[src/rtl/core/skt_pkg.sv]
// skt_pkg: shared types, sizes and codes of the sorted key table
// used by skt_cell and sorted_key_table_core; depends on nothing
package skt_pkg;

	localparam int DEPTH    = 32;
	localparam int KEY_BITS = 32;
	localparam int TAG_BITS = 32;
	localparam int IDX_W    = (DEPTH > 1) ? $clog2(DEPTH) : 1;
	localparam int CNT_W    = $clog2(DEPTH + 1);
	localparam int POS_W    = 5;
	localparam int FILL_W   = 6;

	typedef logic signed [KEY_BITS-1:0] key_t;
	typedef logic [TAG_BITS-1:0] tag_t;
	typedef logic [IDX_W-1:0] idx_t;
	typedef logic [CNT_W-1:0] cnt_t;

	typedef enum logic [1:0] {
		MODE_INSERT = 2'd0,
		MODE_DELETE = 2'd1,
		MODE_LOOKUP = 2'd2,
		MODE_DUMP   = 2'd3
	} mode_t;

	typedef enum logic [2:0] {
		ST_ADDED   = 3'd0,
		ST_DUP     = 3'd1,
		ST_DELETED = 3'd2,
		ST_ABSENT  = 3'd3,
		ST_FOUND   = 3'd4,
		ST_LISTED  = 3'd5,
		ST_EMPTY   = 3'd6,
		ST_FULL    = 3'd7
	} status_t;

	typedef enum logic [1:0] {
		OP_HOLD,
		OP_INSERT,
		OP_DELETE,
		OP_ROTATE
	} cell_op_t;

	typedef enum logic [1:0] {
		FSM_IDLE,
		FSM_EXEC,
		FSM_DUMP
	} fsm_t;

	typedef struct packed {
		key_t key;
		tag_t first;
		tag_t second;
	} entry_t;

	typedef struct packed {
		cell_op_t op;
		logic     sample;
		key_t     cmp_key;
		entry_t   req;
	} cell_cmd_t;

endpackage

[src/rtl/core/skt_cell.sv]
// skt_cell: one table slot holding a key and two tags, with its compare flags
// shifts toward either neighbor or takes the request entry; uses skt_pkg
module skt_cell import skt_pkg::*; (
	input  logic      clk,
	input  logic      arst_n,
	input  cell_cmd_t cmd,
	input  logic      occupied,
	input  logic      left_less,
	input  entry_t    left_data,
	input  entry_t    right_data,
	output entry_t    data,
	output logic      less,
	output logic      match
);

	entry_t data_q;
	logic   less_q;
	logic   match_q;

	always_ff @(posedge clk or negedge arst_n) begin
		if (!arst_n) begin
			less_q  <= 1'b0;
			match_q <= 1'b0;
		end else if (cmd.sample) begin
			less_q  <= occupied && (data_q.key < cmd.cmp_key);
			match_q <= occupied && (data_q.key == cmd.cmp_key);
		end
	end

	always_ff @(posedge clk) begin
		case (cmd.op)
			OP_INSERT: begin
				if (!less_q) begin
					data_q <= left_less ? cmd.req : left_data;
				end
			end
			OP_DELETE: begin
				if (!less_q) begin
					data_q <= right_data;
				end
			end
			OP_ROTATE: begin
				data_q <= right_data;
			end
			default: begin
				data_q <= data_q;
			end
		endcase
	end

	assign data  = data_q;
	assign less  = less_q;
	assign match = match_q;

endmodule

[config.mk]
export PLATFORM = sky130hd
export DESIGN_NAME = skt_cell
export DESIGN_NICKNAME = d
export VERILOG_FILES = /design/src/rtl/core/skt_pkg.sv /design/src/rtl/core/skt_cell.sv
export SDC_FILE = /design/constraint.sdc
export NUM_CORES = 1
export LEC_CHECK = 0
export BUFFER_PORTS_ARGS = -buffer_cell sky130_fd_sc_hd__buf_2
export CAP_MARGIN = 20
export CORE_AREA = 4 4 161 163
export DETAILED_ROUTE_END_ITERATION = 8
export DIE_AREA = 0 0 165 167
export SLEW_MARGIN = 20
export SYNTH_ARGS = -nofsm -noshare
export SYNTH_HDL_FRONTEND = slang
export SYNTH_SLANG_ARGS = --single-unit
[constraint.sdc]
create_clock -name clk -period 8.5 [get_ports clk]
set_clock_uncertainty 0.05 [all_clocks]
set_input_delay 1.7 -clock clk [delete_from_list [all_inputs] [get_ports clk]]
set_output_delay 1.7 -clock clk [all_outputs]
set_load 0.05 [all_outputs]
* Yosys cells after proc, flatten, opt, wreduce, memory -nomap -nowiden
Cells that the tools add are included.
** Word-level totals
- Logic and storage cells :: 20
- Output and inout bits :: 98
- Bits in registers :: 98
** Operators by class
- Order comparisons :: 1
- Eq/ne operators :: 6
- Reductions and logical operators :: 4
- Mux-type cells :: 4
** Operator list (count)
- $mux 96 :: 3
- $pmux 96 s3 :: 1
- $eq 32x32->1 :: 1
- $lt 32x32->1 :: 1
- $eq 2x2->1 const B :: 2
- $ne 2x2->1 const B :: 2
- $reduce_and 3->1 :: 1
- $reduce_bool 3->1 :: 1
- $eq 2x1->1 const B :: 1
- $logic_and 1x1->1 :: 2

* Depth between registers and ports, before layout
Gate-level depths: netlist (run 1).
- Depth in word-level cells :: 3
- Mapped depth :: 8
- Mapped depth without buffers :: 8

* Least setup slack after synthesis (run 1)
No wires, ideal clock.
- Path type :: input to register
- Start :: in cmd[130] in the netlist's numbering
- End :: reg data_q (netlist bit data[0]), enable pin
- Stages on the path :: 2
- Data arrival time :: 4.303 ns
- Slack :: 3.680 ns
- Required time :: 7.983 ns
- Cells stage by stage :: clkbuf_1 > maj3_1
** On the way
- Cells in the longest elaborated chain, start to end :: 3
- Elaborated cells on any way between the ends :: 7
- Classes of those cells :: 5 x eq/ne; 2 x reduce/logical
** RTL lines
- start, declared :: RTL line skt_cell.sv:6 : input cell_cmd_t cmd,
- $eq 2x1->1 or $eq 2x2->1 (tied branches) :: RTL line skt_cell.sv:31 : case (cmd.op)
- $ne 2x2->1 (no source line) or $reduce_bool 3->1 (tied branches)
- $reduce_and 3->1 (no source line) *
- end signal, assigned :: RTL line skt_cell.sv:34 : data_q <= left_less ? cmd.req : left_data;
- end signal, assigned :: RTL line skt_cell.sv:39 : data_q <= right_data;
- end signal, assigned :: RTL line skt_cell.sv:43 : data_q <= right_data;
- end, declared :: RTL line skt_cell.sv:16 : entry_t data_q;
Every way passes the cells marked *; elsewhere a longest branch is shown, timed or not.
A chain may end at the register's enable or synchronous reset.

* Worst setup path after layout (run 1)
- Start :: in left_less
- End :: reg data_q (netlist bit data[1]) (data pin)
** On the way
- Cells in the longest elaborated chain, start to end :: 3
** RTL lines
- start, declared :: RTL line skt_cell.sv:8 : input logic left_less,
- $mux 96 :: RTL line skt_cell.sv:34
- $mux 96 :: RTL line skt_cell.sv:33 : if (!less_q) begin
- $pmux 96 s3 :: RTL line skt_cell.sv:31
No other way between the ends. The select of a mux whose other input is x is not followed.

==> impl_metrics.yaml, run 1 <==
critical_path:
  arrival_ps: 3390
  startpoint_type: "input pin"
  timing.critical_path.cells: "buf_6, buf_4, mux2i_1, o21ai_0"
  worstSetupPathType: "input pin to flop"
  cpPeakStageDelay_ps: 840
  worstSetupEndpointType: "flop"
  cp_max_fo: 55
  cp.required_ps: 8520
  slowest_stage: "buf_4"
placed_design:
  hpwlAfterDp_mm: 17.65
  dp_slack_ps: 4689
  dpl_cell_area_um2: 8152
  gp_congestion: 0.7956
  portBuffers: 424
floorplanning:
  die_w_um: 165
  core_um2: 24320
  io_pins: 425
  initial_core_util_pct: 23.54
  fp.dieH_um: 167
  floorplan.rows: 57
  die-area_um2: 27560
drt:
  post_drt_wl_per_cell_um: 16.73
  drc_errors: 0
  first_iter_violations: 210
  postRouteWirelength_mm: 21.36
  num_vias: 5526
  ant_nets: 0
  viasPerCell: 4.327
  first_pass_iters: 4
timing:
  period_share_pct: 39.62
  setup_viol: 0
  tightestPinTransition_ps: 953.9
  finalHoldViolCount: 0
  slew_headroom_pct: 36.41
  rsz0062_at_grt: "false"
  slew_violations: 0
  fmax_mhz: 296.9
  finalCriticalPeriod_ps: 3368
  layout_setup_ws_ps: 5132
  tns_ps: 0
cts:
  clkTransAtPathRegs_ps: 70
  cts_root_buf: "clkbuf_16"
  h-tree-depth: 3
  cts_resized: 0
  post_cts_buffers: 0
  cts_buffer_depth: 2
  clock_latency_ps: 350
  cts_num_sinks: 98
  cts_tree: "built"
  hold_buffers: 0
  cts_buffers: 9
synth:
  ys_top_cells_by_area: "edfxtp_1 (50%), mux2i_1 (17%), o21ai_0 (8.7%)"
  synth_seq_cells: 98
  synthesis.area_um2: 5724
  synth_cells: 540
  yosys.area.top_type: "edfxtp_1"
  synthDistinctLibCells: 28
  synth_nets: 899
  synth_top_area_share_pct: 50.36
  ys_seq_area_share_pct: 51.23
  yosysWarnings: 0
  avgSynthCellArea_um2: 10.60
grt:
  grt_overflow_total: 0
  grt_pass1_wl_mm: 30.28
  grt_max_degree: 91
  antenna_found_initial: 3
  grt_pass1_vias: 5672
  grt_usage_pct: 14.37
job:
  cap_violations: 0
layout:
  design_area_um2: 8426
  multi_input_area_um2: 2521
  area_growth_pct: 47.19
  seq_area_um2: 2933
  drive_above_1_share_pct: 46.74
  fill_cells: 2575
  nNetsFinal: 1306
power_and_ir_drop:
  powerDensity_nw_per_um2: 189.7
  switching_share_pct: 38.62
  intPower_mw: 0.9809
  power_frac_seq_pct: 40.7
  p_leak_nw: 4.288
  irDropWorstVdd_mv: 0.08430
  pwr-share-clk_pct: 24.4
  power.switching_mw: 0.6171
  share_comb_of_total_power_pct: 35.0
run_status:
  run_status: "completed"
hold_path:
  hold_path_class: "flop to flop"
cell usage after synthesis:
cell type	instances
nand4_1	6
a22oi_1	1
buf_2	6
and2_0	1
a221o_1	1
nand3_1	5
inv_1	35
mux2_2	1
or2_2	1
a21oi_1	13
edfxtp_1	96
and3_1	1
mux2i_1	96
o21ai_0	100
and3b_1	1
buf_4	4
clkbuf_1	22
maj3_1	1
nand2b_1	1
ha_1	32
nand2_1	105
a221oi_1	2
dfrtp_1	2
o31ai_1	1
nor2_1	2
a2bb2oi_1	1
nor4_1	2
a21o_1	1
power by group through the flow:
stage / combinational, mW / clock (mW) / sequential, mW
finish: 0.559 / 0.389 / 0.650
global route: 0.604 / 0.423 / 0.656
CTS: 0.569 / 0.410 / 0.651
detailed placement: 0.569 / 0 / 0.661
global placement: 0.564 / 0 / 0.658
floorplan: 0.136 / 0 / 0.898
flip-flops by register name (all words and copies together) (netlist names):
name   count
match      1
less       1
data      96
worst paths after layout:
path,from,endpoint,slack [ps],cells past startpoint
max,left_less,data[1],5130,4
min,match,match,480,1
max reg2reg,less,data[5],6260,3
min reg2reg,match,match,480,1
max in group asynchronous,arst_n,less,7170,1
min in group asynchronous,arst_n,less,1110,1
area by class of cell:
class | count | area share, %
clock inverter | 6 | 0.5049
tap | 324 | 4.811
multi-input combinational | 375 | 29.92
inverter | 35 | 1.559
sequential | 98 | 34.81
clock buffer | 10 | 2.718
timing repair buffer | 428 | 25.65
antenna | 1 | 0.02970
placed cells by master (no fill, tap or decap), types with 6 or more instances in the layout:
cell type and n:
nand2_1 105, mux2i_1 96, inv_1 35, edfxtp_1 96
o21ai_0 100, clkbuf_16 9, a21oi_1 13, nand4_1 6
ha_1 32, buf_2 422
layer usage:
| metal | global-route usage (%) | up-vias | wire (µm) |
|---|---|---|---|
| li1 | - | 2761 | - |
| met1 | 14.78 | 2459 | 7737 |
| met3 | 4.844 | 21 | 2196 |
| met5 | 0 | - | 13 |
| met2 | 27.22 | 283 | 11050 |
| met4 | 4.051 | 2 | 370 |
worst max-delay path, delay by kind of cell:
kind            cells  cell delay (ps)
mux                 1              290
buf+inv             2             1240
compound gates      1               90
kinds of logic (layout without fill, tap and decap cells):
group	Yosys count	after routing	synth area share, %
compound gates	120	120	10.91
fa+ha+maj	33	33	7.169
buf+inv	67	479	4.787
flops	98	98	51.23
mux	97	97	16.98
other cells	0	1	0
simple gates	125	125	8.918
per-stage QoR:
| stage | power (mW) | std cells | utilization, % | hold WS, ps |
|---|---|---|---|---|
| 6_report | 1.598 | 1277 | 34.65 | 476.5 |
| 3_3_place_gp | 1.223 | 1260 | 33.52 | 453.8 |
| 2_1_floorplan | 1.034 | 540 | - | 817.0 |
| 4_1_cts | 1.630 | 1276 | 34.64 | 480.4 |
| 5_1_grt | 1.683 | 1277 | 34.65 | 496.0 |
| 3_5_place_dp | 1.230 | 1260 | 33.52 | 465.5 |
(Power assumes the default switching activity.)
==> run 2, diff against run 1 <==
==> constraint.sdc (replaced) <==
create_clock -name clk -period 2.7 [get_ports clk]
set_clock_uncertainty 0.05 [all_clocks]
set_input_delay 0.54 -clock clk [delete_from_list [all_inputs] [get_ports clk]]
set_output_delay 0.54 -clock clk [all_outputs]
set_load 0.05 [all_outputs]
==> run 2 against run 1 <==
  * Combinational power rose to 3.2 times the previous value
  * Sequential power grew to 3.1 times the previous value
  * Via count shrank 0.71%
  * Die area unchanged
  * Largest cell class unchanged
  * Non-clock buffer count increased by 6
  * Power increased to 3.2 times the previous value
  * Worst setup slack got worse by 4400 ps
  * Sequential share of layout area is 0.45 points lower
==> impl_metrics.yaml, run 2 (synthesis results as in run 1) <==
layout:
  nNetsFinal: 1312
  final_cell_mix: "buf_2 (422), nand2_1 (105), o21ai_0 (100)"
  fill_cells: 2518
  largest_reg_flops: 96
  final_core_util_pct: 35.10
  final_common_cell: "buf_2"
  area_growth_pct: 49.11
  drive_above_1_share_pct: 46.97
  design_area_um2: 8536
grt:
  grt_usage_pct: 14.78
  grt_max_degree: 107
  grt_pass1_wl_mm: 30.58
  grt_pass1_vias: 5349
  antenna_found_initial: 5
  grt_overflow_total: 0
timing:
  period_share_pct: 72.75
  finalHoldViolCount: 0
  finalCriticalPeriod_ps: 1964
  fmax_mhz: 509.1
  slew_headroom_pct: 63.49
  tightestPinTransition_ps: 547.7
  whs_ps: 417.7
  setup_viol: 0
  rsz0062_at_grt: "false"
  layout_setup_ws_ps: 735.7
  tns_ps: 0
  slew_violations: 0
critical_path:
  cpPeakStageDelay_ps: 450
  slowest_stage: "nor4_1"
  worstSetupEndpointType: "flop"
  startpoint_type: "flop"
  arrival_ps: 2150
  cp.required_ps: 2880
  worstSetupPathType: "flop to flop"
  cp_max_fo: 3
  timing.critical_path.cells: "ha_1, nand4_1, nor4_1, a221oi_1, a21oi_1, o31ai_1"
floorplanning:
  initial_core_util_pct: 23.54
  die-area_um2: 27560
  floorplan.rows: 57
  fp.dieH_um: 167
  core_um2: 24320
  io_pins: 425
  die_w_um: 165
placed_design:
  gp_congestion: 0.7884
  dpl_cell_area_um2: 8252
  portBuffers: 424
  dp_slack_ps: 454.6
  hpwlAfterDp_mm: 18.08
hold_path:
  hold_path_class: "input pin to flop"
drt:
  post_drt_wl_per_cell_um: 16.97
  drc_errors: 0
  num_vias: 5487
  first_pass_iters: 4
  viasPerCell: 4.277
  ant_nets: 0
  first_iter_violations: 269
  postRouteWirelength_mm: 21.77
cts:
  cts_resized: 0
  cts_buffer_depth: 2
  h-tree-depth: 3
  cts_num_sinks: 98
  hold_buffers: 1
  cts_buffers: 9
  clock_latency_ps: 350
  clkTransAtPathRegs_ps: 70
  cts_tree: "built"
  cts_root_buf: "clkbuf_16"
  post_cts_buffers: 0
power_and_ir_drop:
  irDropWorstVdd_mv: 0.2232
  powerDensity_nw_per_um2: 592.4
  p_leak_nw: 4.340
job:
  cap_violations: 0
run_status:
  run_status: "completed"
## run 2: worst max-delay path: cells and delay by family, from the launching register on
| family | cells | cell delay [ps] |
|---|---|---|
| adder cells (fa/ha/maj) | 1 | 330 |
| AND/OR/NAND/NOR | 2 | 610 |
| AO/OA/AOI/OAI | 3 | 470 |
| flip-flops | 1 | 400 |
## run 2: final timing paths
path | from | end | slack [ps] | cells after the start
setup reg to reg | data[78] | less | 740 | 6
hold / removal | right_data[52] | data[52] | 420 | 3
setup / recovery | data[78] | less | 740 | 6
max in group asynchronous | arst_n | match | 2010 | 2
min in group asynchronous | arst_n | less | 480 | 2
hold reg to reg | match | match | 510 | 1
## run 2: power by group
group	switching [mW]	internal, mW	total [mW]
clock network	0.602	0.634	1.24
logic	1.26	0.521	1.78
registers	0.0832	1.95	2.04
total	1.95	3.11	5.06
## run 2: metrics by stage
step           cells  total power, mW
5_1_grt         1282            5.349
2_1_floorplan    540            3.245
3_5_place_dp    1265            3.876
3_3_place_gp    1265            3.851
4_1_cts         1282            5.153
6_report        1283            5.057
## run 2: metal layers
metal  vias to the layer above  GRT usage (%)  wire, µm
li1                       2770              -         -
met1                      2421          16.70      8346
met2                       275          27.27     11080
met3                        15          4.424      2121
met4                         6          2.929       173
met5                         -              0        47
## run 2: final cells by class
type / instances / area, µm² / area share (%)
antenna: 1 / 2.502 / 0.02932
clock buffer: 11 / 232.7 / 2.726
clock inverter: 5 / 38.79 / 0.4544
inverter: 35 / 131.4 / 1.539
multi-input combinational: 375 / 2521 / 29.54
sequential: 98 / 2933 / 34.36
tap: 324 / 405.4 / 4.749
timing repair buffer: 434 / 2271 / 26.61
==> run 3, diff against run 2 <==
--- a/config.mk
+++ b/config.mk
@@ -5,6 +5,7 @@
 export SDC_FILE = /design/constraint.sdc
 export NUM_CORES = 1
 export LEC_CHECK = 0
+export ABC_AREA = 1
 export BUFFER_PORTS_ARGS = -buffer_cell sky130_fd_sc_hd__buf_2
 export CAP_MARGIN = 20
 export CORE_AREA = 4 4 161 163
==> constraint.sdc (replaced) <==
create_clock -name clk -period 1.6 [get_ports clk]
set_clock_uncertainty 0.05 [all_clocks]
set_input_delay 0.32 -clock clk [delete_from_list [all_inputs] [get_ports clk]]
set_output_delay 0.32 -clock clk [all_outputs]
set_load 0.05 [all_outputs]
==> run 3 against run 2 <==
  * The flow now finishes with violations (negative setup slack)
  * Largest power group unchanged
  * Routed wire length increased by 13%
  * Largest cell class unchanged
  * Combinational power increased by 79%
  * Final area increased by 5.4%
==> impl_metrics.yaml, run 3 <==
run_status:
  run_status: "finished with violations"
  violations: "negative setup slack"
hold_path:
  hold_path_class: "input pin to flop"
layout:
  design_area_um2: 8995
  drive_above_1_share_pct: 44.32
  fill_cells: 2579
  largest_reg_flops: 96
  final_cell_mix: "buf_2 (422), a21oi_1 (202), nand2_1 (135)"
  final_common_cell: "buf_2"
  nNetsFinal: 1471
  area_growth_pct: 56.45
  final_core_util_pct: 36.99
synth:
  yosys.area.top_type: "edfxtp_1"
  synthesis.area_um2: 5749
  synth_cells: 684
  yosys.area_share.adder_pct: 6.964
  ys_seq_area_share_pct: 51.01
  ys_top_cells_by_count: "a21oi_1 (205), nand2_1 (140), nor2_1 (102)"
  synth_seq_cells: 98
  synth_compound_area_share_pct: 18.63
  yosysWarnings: 0
  ys_top_cells_by_area: "edfxtp_1 (50%), a21oi_1 (18%), nand2_1 (9.1%)"
  synth_ff_type: "edfxtp_1"
  avgSynthCellArea_um2: 8.405
  synth_top_family_by_area: "compound AO/OA/AOI/OAI gates"
  synth_nets: 1043
  yosys-mux-area-fraction_pct: 0
  synth_top_area_share_pct: 50.14
  synth-simple-area-share_pct: 16.91
  yosysMostFrequentCell: "a21oi_1"
  synth_xor_xnor_area_share_pct: 0
  synthDistinctLibCells: 22
  synth_edf_count: 96
  synthArstFlopShare_pct: 2.041
placed_design:
  hpwlAfterDp_mm: 19.71
  gp_congestion: 0.8309
  dpl_cell_area_um2: 8556
  dp_slack_ps: -160.1
  portBuffers: 424
drt:
  ant_nets: 0
  num_vias: 6538
  post_drt_wl_per_cell_um: 17.06
  postRouteWirelength_mm: 24.63
  drc_errors: 0
  viasPerCell: 4.528
  first_iter_violations: 427
  first_pass_iters: 6
timing:
  tightestPinTransition_ps: 312.0
  fmax_mhz: 576.3
  slew_headroom_pct: 79.35
  finalCriticalPeriod_ps: 1735
  slew_violations: 0
  finalHoldViolCount: 0
  period_share_pct: 108.5
  layout_setup_ws_ps: -135.3
  setup_viol: 1
  rsz0062_at_grt: "true"
power_and_ir_drop:
  irDropWorstVdd_mv: 0.3809
  powerDensity_nw_per_um2: 1001
  p_leak_nw: 4.424
floorplanning:
  fp.dieH_um: 167
  initial_core_util_pct: 23.64
  die_w_um: 165
  core_um2: 24320
  die-area_um2: 27560
  io_pins: 425
  floorplan.rows: 57
grt:
  grt_max_degree: 55
  antenna_found_initial: 4
  grt_pass1_wl_mm: 34.44
  grt_pass1_vias: 6261
  grt_overflow_total: 0
  grt_usage_pct: 16.34
critical_path:
  cpPeakStageDelay_ps: 470
  cp.required_ps: 1780
  timing.critical_path.cells: "ha_4, nand2_2, nor2_4, nand2_2, nor2_2, nand2_1, nand3_2, nand2_2, nand2_1, nand2_1, nand3_1, nand2_1"
  arrival_ps: 1920
  worstSetupPathType: "flop to flop"
  worstSetupEndpointType: "flop"
  crit_top_cell: "nand2_1"
  cp_max_fo: 2
  startpoint_type: "flop"
  slowest_stage: "edfxtp_1"
cts:
  h-tree-depth: 3
  clkTransAtPathRegs_ps: 70
  cts_buffers: 9
  cts_buffer_depth: 2
  clock_latency_ps: 340
  cts_root_buf: "clkbuf_16"
  cts_tree: "built"
  cts_num_sinks: 98
job:
  cap_violations: 0
## run 3: cell count changes after synthesis, sizes merged, moves of 2 or more
| cell | previous run | this run |
|---|---|---|
| mux2i | 96 | 0 |
| nor4 | 2 | 0 |
| nor2 | 2 | 105 |
| nand4 | 6 | 3 |
| o21ai | 100 | 1 |
| nand3 | 5 | 3 |
| buf | 10 | 24 |
| a221oi | 2 | 0 |
| o21bai | 0 | 2 |
| a21oi | 13 | 205 |
| clkbuf | 22 | 18 |
| inv | 35 | 49 |
| nand2 | 105 | 140 |
## run 3: power by group
group          switching [mW]  internal [mW]
logic                    2.17           1.01
registers               0.131           3.25
clock network            1.05           1.40
## run 3: what timing repair did
item / in CTS / in global routing
setup buffers: 1 / 3
setup endpoints to repair: 1 / 2
hold buffers: 1 / 0
endpoints found under the hold margin: 2 / 0
resized for setup: 4 / 9
pin swaps: 7 / 10
## run 3: logic make-up after synthesis
logic type	Yosys count
compound gates	211
fa+ha+maj	32
buf+inv	91
flops	98
simple gates	252
## run 3: path summary, 6_finish.rpt
path                          start    end  slack [ps]  cells past startpoint
setup / recovery           data[77]   less        -140                     12
hold / removal             cmd[128]   less         200                      4
setup reg to reg           data[77]   less        -140                     12
hold reg to reg                less   less         510                      2
max in group asynchronous    arst_n   less        1090                      2
min in group asynchronous    arst_n  match         280                      2
## run 3: worst max-delay path: cells and delay by family (launching register included)
| family | cells | cell delay, ps |
|---|---|---|
| AND/OR/NAND/NOR | 11 | 800 |
| adder cells (fa/ha/maj) | 1 | 310 |
| flip-flops | 1 | 470 |
## run 3: routing by layer
metal  global-route usage (%)  wire (µm)  up-vias
met5                        0          0        -
met4                    5.099        505        0
met3                    4.918       2275       29
met2                    29.46      12510      315
met1                    18.25       9342     3009
li1                         -          -     3185
## run 3: area by class of cell
type | instances | area, µm² | area share, %
diodes | 3 | 7.507 | 0.08346
clock buffers | 10 | 229.0 | 2.546
clock inverters | 6 | 97.59 | 1.085
inverters | 49 | 186.4 | 2.073
multi-input cells | 495 | 2555 | 28.40
flip-flops and latches | 98 | 2934 | 32.62
well taps | 324 | 405.4 | 4.507
repair buffers | 459 | 2580 | 28.68
## run 3: stage by stage
step	hold slack, ps	power (mW)	TNS, ps	instances
finish	199.2	9.005	-135.3	1444
global placement	83.73	6.556	-145.4	1422
global route	187.1	9.454	-212.9	1444
detailed placement	82.61	6.575	-160.1	1422
floorplan	-25.59	5.351	-102790	684
CTS	163.4	9.091	-168.0	1440
